**src/rtl/zero_phase_biquad_filter_macros.svh**
```systemverilog
// -----------------------------------------------------------------------------
// zero_phase_biquad_filter_macros
// assertion helpers for the zero-phase biquad filter
// -----------------------------------------------------------------------------
`ifndef ZERO_PHASE_BIQUAD_FILTER_MACROS_SVH
`define ZERO_PHASE_BIQUAD_FILTER_MACROS_SVH

// implication checked on every clock edge outside reset
`define ZPB_ASSERT_IMPL(label, clk, rst, ante, cons, msg) \
   label: assert property (@(posedge clk) disable iff (rst) (ante) |-> (cons)) \
      else $error(msg);

// implication checked in the cycle after the antecedent
`define ZPB_ASSERT_NEXT(label, clk, rst, ante, cons, msg) \
   label: assert property (@(posedge clk) disable iff (rst) (ante) |=> (cons)) \
      else $error(msg);

`endif

```
**src/rtl/zpb_pkg.sv**
```systemverilog
// -----------------------------------------------------------------------------
// zpb_pkg
// shared widths, constants and command types of the zero-phase biquad filter
// -----------------------------------------------------------------------------
package zpb_pkg;

   localparam int MAX_LEN_DEF = 64;
   localparam int EDGE_DEF    = 9;
   localparam int SAMPLE_W    = 24;
   localparam int COEF_W      = 32;
   localparam int WORK_W      = 32;
   localparam int DELAY_W     = 48;
   localparam int PROD_SHIFT  = 14;
   localparam int FRAC_BITS   = 16;
   localparam int NUM_REGS    = 7;

   localparam logic [2:0] REG_B0  = 3'd0;
   localparam logic [2:0] REG_B1  = 3'd1;
   localparam logic [2:0] REG_B2  = 3'd2;
   localparam logic [2:0] REG_A1  = 3'd3;
   localparam logic [2:0] REG_A2  = 3'd4;
   localparam logic [2:0] REG_ZI0 = 3'd5;
   localparam logic [2:0] REG_ZI1 = 3'd6;

   // datapath operation codes
   typedef enum logic [3:0] {
      OP_NONE,
      OP_STORE,     // write incoming sample
      OP_SUM,       // accumulate sample for mean
      OP_DIVIDE,    // one step of the mean division
      OP_DEMEAN,    // emit one demeaned sample
      OP_EXTEND,    // build one extended work entry
      OP_INIT,      // load delays from first value
      OP_FILTER,    // one step of the biquad
      OP_EMIT       // emit one filtered sample
   } op_type;

   typedef struct packed {
      op_type      op;
      logic [1:0]  phase;     // sub-step within an operation
      logic [12:0] index;     // sample or work index
      logic [12:0] aux;       // second index
      logic        last;      // marks final emitted result
      logic        first;     // first step of an operation
   } cmd_type;

   typedef struct packed {
      logic        out_busy;  // result register occupied
      logic        div_done;
   } status_type;

   function automatic logic signed [DELAY_W-1:0] sat48(input logic signed [79:0] v);
      logic signed [79:0] hi;
      logic signed [79:0] lo;
      hi = 80'sd140737488355327;
      lo = -80'sd140737488355328;
      if (v > hi) return hi[DELAY_W-1:0];
      if (v < lo) return lo[DELAY_W-1:0];
      return v[DELAY_W-1:0];
   endfunction

   function automatic logic signed [WORK_W-1:0] sat32(input logic signed [79:0] v);
      if (v > 80'sd2147483647) return 32'sh7fffffff;
      if (v < -80'sd2147483648) return 32'sh80000000;
      return v[WORK_W-1:0];
   endfunction

   function automatic logic signed [SAMPLE_W-1:0] sat24(input logic signed [79:0] v);
      if (v > 80'sd8388607) return 24'sh7fffff;
      if (v < -80'sd8388608) return 24'sh800000;
      return v[SAMPLE_W-1:0];
   endfunction

endpackage

```
**src/rtl/zpb_controller.sv**
```systemverilog
// -----------------------------------------------------------------------------
// zpb_controller
// sequencer for loading, summing, division and demean, extension, both filter passes and emission
// -----------------------------------------------------------------------------
module zpb_controller #(
   parameter int MAX_LEN = zpb_pkg::MAX_LEN_DEF,
   parameter int EDGE    = zpb_pkg::EDGE_DEF,
   parameter int CNT_W   = $clog2(MAX_LEN + 1)
) (
   input  logic                 clock,
   input  logic                 reset,
   input  logic                 req_tvalid,
   output logic                 req_tready,
   input  logic                 req_last,
   output zpb_pkg::cmd_type     cmd,
   input  zpb_pkg::status_type  status,
   output logic [CNT_W-1:0]     count,
   output logic                 ovf,
   output logic                 busy
);
   import zpb_pkg::*;

   typedef enum logic [3:0] {
      ST_LOAD, ST_SUM, ST_DIV, ST_DEMEAN, ST_EXT, ST_INIT, ST_FILT, ST_EMIT, ST_DONE
   } state_type;

   state_type   state_ff, state_in;
   logic [CNT_W-1:0] count_ff, count_in;
   logic        ovf_ff, ovf_in;
   logic [12:0] i_ff, i_in;
   logic [1:0]  ph_ff, ph_in;
   logic        back_ff, back_in;
   logic        first_ff, first_in;
   logic        wait_ff, wait_in;
   cmd_type     c;
   logic [12:0] len;
   logic [12:0] n13;
   logic        acc;

   assign n13 = 13'(count_ff);
   assign len = n13 + 13'(2 * EDGE);
   assign acc = req_tvalid && req_tready;
   assign req_tready = (state_ff == ST_LOAD);

   always_comb begin
      state_in = state_ff; count_in = count_ff; ovf_in = ovf_ff;
      i_in = i_ff; ph_in = ph_ff; back_in = back_ff; first_in = 1'b0; wait_in = 1'b0;
      c = '0;
      c.op = OP_NONE;
      unique case (state_ff)
         ST_LOAD: begin
            if (acc) begin
               if (32'(count_ff) < MAX_LEN) begin
                  c.op = OP_STORE;
                  c.index = 13'(count_ff);
                  count_in = count_ff + 1'b1;
               end else begin
                  ovf_in = 1'b1;
               end
               if (req_last) begin
                  i_in = '0; ph_in = '0; first_in = 1'b1;
                  state_in = ST_SUM;
               end
            end
         end
         ST_SUM: begin
            // read index i, accumulate previous read; then fetch head and tail
            c.op = OP_SUM; c.first = first_ff;
            if (ph_ff == 2'd0) begin
               c.phase = 2'd0;
               c.index = (i_ff < n13) ? i_ff : 13'd0;
               i_in = i_ff + 13'd1;
               if (i_ff == n13) ph_in = 2'd1;
            end else if (ph_ff == 2'd1) begin
               // head data arrives now, tail read issued
               c.phase = 2'd1;
               c.first = 1'b0;
               c.index = n13 - 13'd1;
               ph_in = 2'd2;
            end else begin
               // tail data arrives now
               c.phase = 2'd2;
               c.first = 1'b0;
               ph_in = 2'd0; i_in = '0; first_in = 1'b1;
               state_in = (32'(count_ff) <= EDGE) ? ST_DIV : ST_EXT;
            end
         end
         ST_DIV: begin
            c.op = OP_DIVIDE; c.index = i_ff; c.first = first_ff;
            if (ph_ff == 2'd0) begin
               c.op = OP_NONE; ph_in = 2'd1; first_in = 1'b1;
            end else if (status.div_done) begin
               ph_in = '0; state_in = ST_DEMEAN;
            end
         end
         ST_DEMEAN: begin
            if (!status.out_busy) begin
               c.op = OP_DEMEAN; c.last = (i_ff + 13'd1 == n13);
               i_in = i_ff + 13'd1;
               state_in = (i_ff + 13'd1 == n13) ? ST_DONE : ST_DIV;
            end
         end
         ST_EXT: begin
            // phase 0: issue read, 1: write one work entry
            if (ph_ff == 2'd0) begin
               if (i_ff < 13'(EDGE)) c.index = 13'(EDGE) - i_ff;
               else if (i_ff < 13'(2 * EDGE)) c.index = n13 - 13'd2 - (i_ff - 13'(EDGE));
               else c.index = i_ff - 13'(2 * EDGE);
               ph_in = 2'd1;
            end else begin
               c.op = OP_EXTEND;
               if (i_ff < 13'(EDGE)) begin
                  c.phase = 2'd1; c.aux = i_ff;
               end else if (i_ff < 13'(2 * EDGE)) begin
                  c.phase = 2'd2; c.aux = n13 + i_ff;
               end else begin
                  c.phase = 2'd0; c.aux = i_ff - 13'(EDGE);
               end
               ph_in = 2'd0;
               i_in = i_ff + 13'd1;
               if (i_ff + 13'd1 == len) begin
                  i_in = '0; back_in = 1'b0; state_in = ST_INIT;
               end
            end
         end
         ST_INIT: begin
            c.op = OP_INIT; c.phase = ph_ff;
            c.aux = back_ff ? len - 13'd1 : 13'd0;
            ph_in = ph_ff + 2'd1;
            if (ph_ff == 2'd2) begin
               ph_in = 2'd0; i_in = '0; wait_in = 1'b1; state_in = ST_FILT;
            end
         end
         ST_FILT: begin
            // read issued in previous cycle (wait) then four phases
            c.aux = back_ff ? len - 13'd1 - i_ff : i_ff;
            if (wait_ff) begin
               c.op = OP_NONE;
            end else begin
               c.op = OP_FILTER; c.phase = ph_ff;
               ph_in = ph_ff + 2'd1;
               if (ph_ff == 2'd3) begin
                  wait_in = 1'b1;
                  i_in = i_ff + 13'd1;
                  if (i_ff + 13'd1 == len) begin
                     i_in = '0; ph_in = '0; wait_in = 1'b0;
                     if (back_ff) begin
                        state_in = ST_EMIT; wait_in = 1'b1;
                     end else begin
                        back_in = 1'b1; state_in = ST_INIT;
                     end
                  end
               end
            end
            if (wait_ff) ph_in = '0;
         end
         ST_EMIT: begin
            c.aux = 13'(EDGE) + i_ff;
            if (wait_ff) begin
               c.op = OP_NONE;
            end else if (!status.out_busy) begin
               c.op = OP_EMIT; c.last = (i_ff + 13'd1 == n13);
               i_in = i_ff + 13'd1;
               wait_in = 1'b1;
               c.aux = 13'(EDGE) + i_ff + 13'd1;
               if (i_ff + 13'd1 == n13) state_in = ST_DONE;
            end
         end
         ST_DONE: begin
            count_in = '0; ovf_in = 1'b0; state_in = ST_LOAD;
         end
         default: state_in = ST_LOAD;
      endcase
   end

   always_ff @(posedge clock) begin
      if (reset) begin
         state_ff <= ST_LOAD; count_ff <= '0; ovf_ff <= 1'b0;
         i_ff <= '0; ph_ff <= '0; back_ff <= 1'b0; first_ff <= 1'b0; wait_ff <= 1'b0;
      end else begin
         state_ff <= state_in; count_ff <= count_in; ovf_ff <= ovf_in;
         i_ff <= i_in; ph_ff <= ph_in; back_ff <= back_in;
         first_ff <= first_in; wait_ff <= wait_in;
      end
   end

   assign cmd   = c;
   assign count = count_ff;
   assign ovf   = ovf_ff;
   assign busy  = (state_ff != ST_LOAD);

endmodule

```
**config.mk**
```make
export PLATFORM = sky130hd
export DESIGN_NAME = zpb_controller
export DESIGN_NICKNAME = d
export VERILOG_FILES = /design/src/rtl/zero_phase_biquad_filter_macros.svh /design/src/rtl/zpb_pkg.sv /design/src/rtl/zpb_controller.sv
export SDC_FILE = /design/constraint.sdc
export NUM_CORES = 1
export LEC_CHECK = 0
export BUFFER_PORTS_ARGS = -buffer_cell sky130_fd_sc_hd__buf_4
export CAP_MARGIN = 20
export CORE_MARGIN = 5
export CORE_UTILIZATION = 35
export CTS_CLUSTER_DIAMETER = 200
export DETAILED_ROUTE_END_ITERATION = 12
export PLACE_DENSITY = 0.5
export SLEW_MARGIN = 20
export SYNTH_ARGS = -nofsm -noshare
export SYNTH_HDL_FRONTEND = slang
export SYNTH_SLANG_ARGS = --single-unit
```
**constraint.sdc**
```tcl
create_clock -name clock -period 11.7 [get_ports clock]
set_input_delay 2.925 -clock clock [delete_from_list [all_inputs] [get_ports clock]]
set_output_delay 2.925 -clock clock [all_outputs]
set_load 0.02 [all_outputs]
```
==> flow_metrics.py, run 1 <==
metrics = {
    "global_route": {
        "grt_overflow_total": 0,
        "antenna_found_initial": 0,
        "grt_usage_pct": 24.2,
        "grt_max_degree": 28,
        "first_global_vias": 6567,
        "grt_pass1_wl_um": 39500,
    },
    "worst_setup_path": {
        "endpoint_kind": "output pin",
        "cp-start-kind": "input pin",
        "crit_fanout": 7,
        "crit_type": "in2out",
        "crit_required_ns": 8.78,
        "arrival_ns": 5.51,
    },
    "min_path": {
        "min_path_type": "reg2reg",
    },
    "place": {
        "io_buffers": 49,
        "place_congestion": 0.895,
        "dp_slack_ns": 3.39,
        "dp_hpwl_um": 19400,
        "place_inst": 1140,
        "place_area_um2": 6820,
    },
    "logic_synthesis": {
        "synth_area_leaders": "ha_1 11%, dfxtp_1 9.5%, xnor2_1 8.4%, a21oi_1 5.5%, nor2_1 4.9%",
        "netlist.area_leader.share_pct": 11.3,
        "seq_area_frac_synth_pct": 9.48,
        "syn_area_per_cell_um2": 6.94,
        "yosys_register_bits": 30,
        "ys.flop_type": "dfxtp_1",
        "yosysWarnings": 0,
        "synth-edff-count": 0,
        "synth_cell_types": 81,
        "synth.largest_area_cell": "ha_1",
        "synthArstFlopShare_pct": 0,
        "syn_area_um2": 6330,
        "synthCells": 913,
    },
    "clocking": {
        "cts.sinks": 30,
        "post_cts_resized": 0,
        "clk_latency_ns": 0.28,
        "cts_max_level": 2,
        "cts_made_buffers": 5,
        "ctsHoldBuffers": 0,
        "post-cts-setup-buffer-count": 0,
        "cts_tree": "built",
        "cts_root_buffer": "clkbuf_16",
        "cts_buffer_depth": 2,
        "clk_pin_slew_ns": 0.06,
    },
    "detailed_routing": {
        "routed_via_density": 6.28,
        "ant_nets": 0,
        "avgRoutedWirePerCell_um": 22.2,
        "drt_iter0_markers": 684,
        "wl_um": 25500,
        "drt_first_pass_iters": 7,
        "drc_errors": 0,
        "vias": 7198,
    },
    "sta": {
        "finalHoldViolations": 0,
        "hold_ws_ns": 0.483,
        "finalCritPeriodShare_pct": 72.1,
        "rsz0062_at_grt": "false",
        "slew_viol_final": 0,
        "tightest_slew_ns": 0.996,
        "fin_crit_ns": 8.44,
        "setup_viol": 0,
        "finalSetupTns_ns": 0,
        "skew_ns": 0.00489,
        "fmax_ghz": 0.119,
        "fin_ws_ns": 3.26,
        "slew_headroom_pct": 33.1,
    },
    "floorplanning": {
        "pin_count": 50,
        "die_h_um": 145,
        "die_w_um": 145,
        "start_util_pct": 35.4,
        "core-area_um2": 17900,
        "dieArea_um2": 20900,
        "rows": 49,
    },
    "layout": {
        "area_growth_pct": 10.3,
        "num_antenna_cells": 0,
        "nFillCells": 1981,
        "fin_util_pct": 39.0,
        "fin_area_um2": 6990,
        "finalNetCount": 984,
        "drive_gt1_share_pct": 9.48,
        "layout.cells.non_filler": 1147,
    },
    "flow_run": {
        "drv_cap": 0,
    },
    "power": {
        "power_mw": 0.983,
        "leakage_nw": 2.70,
        "powerDensity_nw_per_um2": 141,
        "vdd_drop_max_uv": 101,
    },
    "outcome": {
        "outcome": "finished clean",
    },
}
==> sequential cells by signal, summed over array words and instances (netlist names) <==
register	flops
wait_ff	1
ovf	1
first_ff	1
back_ff	1
i_ff	13
state_ff	4
count	7
ph_ff	2
==> cells in the final DEF (no fill, tap or decap), types with 8 or more instances in the layout <==
master	instances
dfxtp_1	30
nor4_1	8
o21ai_0	51
nand4_1	11
nand2b_1	18
buf_4	60
o211ai_1	14
inv_1	34
a21o_1	15
nor2_1	83
a21oi_1	70
nand3_1	41
ha_1	57
nand2_1	66
or3_1	8
a31oi_1	22
nor3_1	33
xor2_1	16
o31ai_1	12
nor2b_1	12
a211oi_1	18
and3_1	13
xnor2_1	61
==> per-layer routing <==
metal	up-vias	wire (um)	GRT usage, %
li1	3387	-	-
met1	3414	12000	36.5
met2	354	10600	35.5
met3	43	2060	2.84
met4	0	769	7.61
met5	-	0	0
==> area by class of cell <==
type | count | area (um^2) | share of cell area [%]
clock inverter | 1 | 30.0 | 0.430
multi-input combinational | 781 | 5330 | 76.3
tap | 229 | 287 | 4.10
inverter | 40 | 150 | 2.15
sequential | 30 | 601 | 8.59
timing repair buffer | 60 | 450 | 6.45
clock buffer | 6 | 139 | 1.99
==> cell usage after synthesis, types with 8 or more instances <==
cell       n
or3_1      8
nand2_1   66
nor4_1     8
a31oi_1   22
nand4_1   11
buf_2     10
o31ai_1   12
inv_1     34
a21o_1    15
nor3_1    33
nor2b_1   12
ha_1      57
a211oi_1  18
clkbuf_1  47
o211ai_1  14
nor2_1    83
o21ai_0   51
nand3_1   41
dfxtp_1   30
and3_1    13
xor2_1    16
xnor2_1   61
nand2b_1  18
a21oi_1   70
==> logic make-up after synthesis <==
kind of cell	share of synthesized area, %
buffers and inverters	6.77
adders and majority gates	12.2
other	0.0592
and+or+nand+nor	26.9
muxes	1.64
AOI/OAI and AO/OA	30.9
xor gates and xnor gates	12.1
DFF	9.48
==> worst max-delay path, cell delays in order <==
cell and delay, ns:
buf_4 0.14, or3b_2 0.47, nor4_1 0.72, nand4_1 0.36, nor3_1 0.33, xnor2_1 0.10
a221o_1 0.29, buf_4 0.16
==> path summary, 6_finish.rpt <==
path,startpoint,to,slack (ns),cells past startpoint
setup / recovery,status[1],cmd[14],3.26,8
hold reg to reg,ovf,ovf,0.48,2
setup reg to reg,i_ff[2],i_ff[5],7.79,8
hold / removal,ovf,ovf,0.48,2
==> power breakdown <==
part | internal [mW] | total [mW] | switching (mW)
clock | 0.105 | 0.157 | 0.0521
combinational | 0.268 | 0.677 | 0.409
sequential | 0.113 | 0.149 | 0.0356
total | 0.486 | 0.983 | 0.497
Note: power is estimated with default switching activity, not from simulation.
==> run 2: changes to the inputs <==
--- a/config.mk
+++ b/config.mk
@@ -11,7 +11,7 @@
 export CORE_UTILIZATION = 35
 export CTS_CLUSTER_DIAMETER = 200
 export DETAILED_ROUTE_END_ITERATION = 12
-export PLACE_DENSITY = 0.5
+export PLACE_DENSITY = 0.52
 export SLEW_MARGIN = 20
 export SYNTH_ARGS = -nofsm -noshare
 export SYNTH_HDL_FRONTEND = slang
==> constraint.sdc (replaced) <==
create_clock -name clock -period 7.6 [get_ports clock]
set_input_delay 1.9 -clock clock [delete_from_list [all_inputs] [get_ports clock]]
set_output_delay 1.9 -clock clock [all_outputs]
set_load 0.02 [all_outputs]
==> flow_metrics.py, run 2 (same netlist as run 1, synthesis figures left out) <==
metrics = {
    "global_route": {
        "grt_max_degree": 28,
        "grt_pass1_wl_um": 38700,
        "grt_usage_pct": 23.8,
        "antenna_found_initial": 0,
        "grt_overflow_total": 0,
        "first_global_vias": 6486,
    },
    "sta": {
        "slew_headroom_pct": 39.4,
        "finalSetupTns_ns": 0,
        "slew_viol_final": 0,
        "rsz0062_at_grt": "false",
        "finalHoldViolations": 0,
        "fmax_ghz": 0.157,
        "skew_ns": 0.00893,
        "fin_crit_ns": 6.39,
        "setup_viol": 0,
        "finalCritPeriodShare_pct": 84.0,
        "tightest_slew_ns": 0.909,
    },
    "worst_setup_path": {
        "crit_type": "reg2out",
        "cp-start-kind": "flop",
        "endpoint_kind": "output pin",
        "crit_required_ns": 5.70,
        "crit_fanout": 19,
        "worst_path_max_delay_cell": "dfxtp_1",
        "slowest_delay_ns": 0.77,
        "arrival_ns": 4.49,
        "crit_path_cell_trace": "inv_1 -> ha_1 -> a21boi_0 -> o2111a_1 -> nand3_1 -> xnor2_1 -> ha_1 -> a21oi_1 -> nand2_1 -> a41oi_1 -> o21ai_0 -> or4_1 -> nand3_1 -> buf_4",
    },
    "layout": {
        "num_antenna_cells": 0,
        "drive_gt1_share_pct": 9.38,
        "finalNetCount": 983,
        "layout.cells.non_filler": 1146,
        "largest_reg_flops": 13,
        "fin_util_pct": 39.0,
        "mostFrequentLayoutCells": "83 x nor2_1, 70 x a21oi_1, 66 x nand2_1",
        "final_common_cell": "nor2_1",
        "max_flop_register": "i_ff",
        "nFillCells": 1992,
        "area_growth_pct": 10.2,
    },
    "detailed_routing": {
        "vias": 7099,
        "drt_iter0_markers": 735,
        "drc_errors": 0,
        "ant_nets": 0,
        "routed_via_density": 6.19,
        "avgRoutedWirePerCell_um": 21.8,
        "wl_um": 25000,
        "drt_first_pass_iters": 5,
    },
    "floorplanning": {
        "core-area_um2": 17900,
        "dieArea_um2": 20900,
        "die_w_um": 145,
        "die_h_um": 145,
        "start_util_pct": 35.4,
        "rows": 49,
        "pin_count": 50,
    },
    "place": {
        "dp_hpwl_um": 19100,
        "io_buffers": 49,
        "place_inst": 1139,
        "place_congestion": 0.921,
    },
    "clocking": {
        "post_cts_resized": 0,
        "post-cts-setup-buffer-count": 0,
        "cts_max_level": 2,
        "cts_root_buffer": "clkbuf_16",
        "cts.sinks": 30,
        "ctsHoldBuffers": 0,
        "clk_pin_slew_ns": 0.06,
        "clk_latency_ns": 0.29,
        "cts_made_buffers": 5,
        "cts_buffer_depth": 2,
        "cts_tree": "built",
    },
    "flow_run": {
        "drv_cap": 0,
    },
    "outcome": {
        "outcome": "finished clean",
    },
    "min_path": {
        "min_path_type": "reg2reg",
    },
    "power": {
        "leakage_nw": 2.69,
        "powerDensity_nw_per_um2": 218,
        "vdd_drop_max_uv": 149,
    },
}
==> run 2: changes by cell type in the layout (fill, tap and decap cells not counted), sizes merged <==
cell  before  now
buf       60   59
==> run 2: path summary, 6_finish.rpt <==
path	startpoint	to	slack, ns	depth (start not counted)
worst max-delay path	i_ff[2]	cmd[27]	1.21	14
worst min-delay path	ovf	ovf	0.49	2
worst max register to register	i_ff[2]	i_ff[5]	3.75	8
worst min register to register	ovf	ovf	0.49	2
==> run 2: area by class of cell <==
type | count | area [um^2] | area share (%)
timing repair buffer | 59 | 443 | 6.35
clock inverter | 1 | 30.0 | 0.430
sequential | 30 | 601 | 8.60
tap | 229 | 287 | 4.10
multi-input combinational | 781 | 5330 | 76.4
inverter | 40 | 150 | 2.15
clock buffer | 6 | 139 | 1.99
==> run 2: stage by stage <==
| stage | worst slack [ns] | hold slack [ns] | power, mW | cell area, um^2 |
|---|---|---|---|---|
| final | 1.21 | 0.489 | 1.52 | 6980 |
| after global routing | 0.967 | 0.513 | 1.64 | 6980 |
| after CTS | 1.25 | 0.493 | 1.51 | 6980 |
| after detailed placement | 1.38 | 0.473 | 1.26 | 6810 |
| after global placement | 1.40 | 0.472 | 1.26 | 6810 |
| after floorplan | 1.98 | 0.521 | 0.993 | 6350 |
==> run 2: critical path, delay by kind of cell (launching register included) <==
| family | cells | cell delay (ns) |
|---|---|---|
| XOR/XNOR | 1 | 0.26 |
| flip-flops | 1 | 0.77 |
| AO/OA/AOI/OAI | 5 | 1.41 |
| buffers and inverters | 2 | 0.36 |
| AND/OR/NAND/NOR | 4 | 0.75 |
| adder cells (fa/ha/maj) | 2 | 0.64 |
==> run 2: per-layer routing <==
layer  track usage (%)  part of all wire (%)  vias to the layer above
met5                 0                     0                        -
met4              6.38                   2.2                        0
met3              3.84                   6.8                       30
met2              35.2                    43                      277
met1              35.5                    48                     3402
li1                  -                     -                     3390
==> run 2: report_power, final <==
part           total [mW]  switching [mW]  internal, mW  leakage, nW
Clock               0.245          0.0830         0.162       0.0829
Combinational        1.05           0.640         0.415         2.37
Sequential          0.223          0.0487         0.174        0.243
Total                1.52           0.771         0.751         2.69
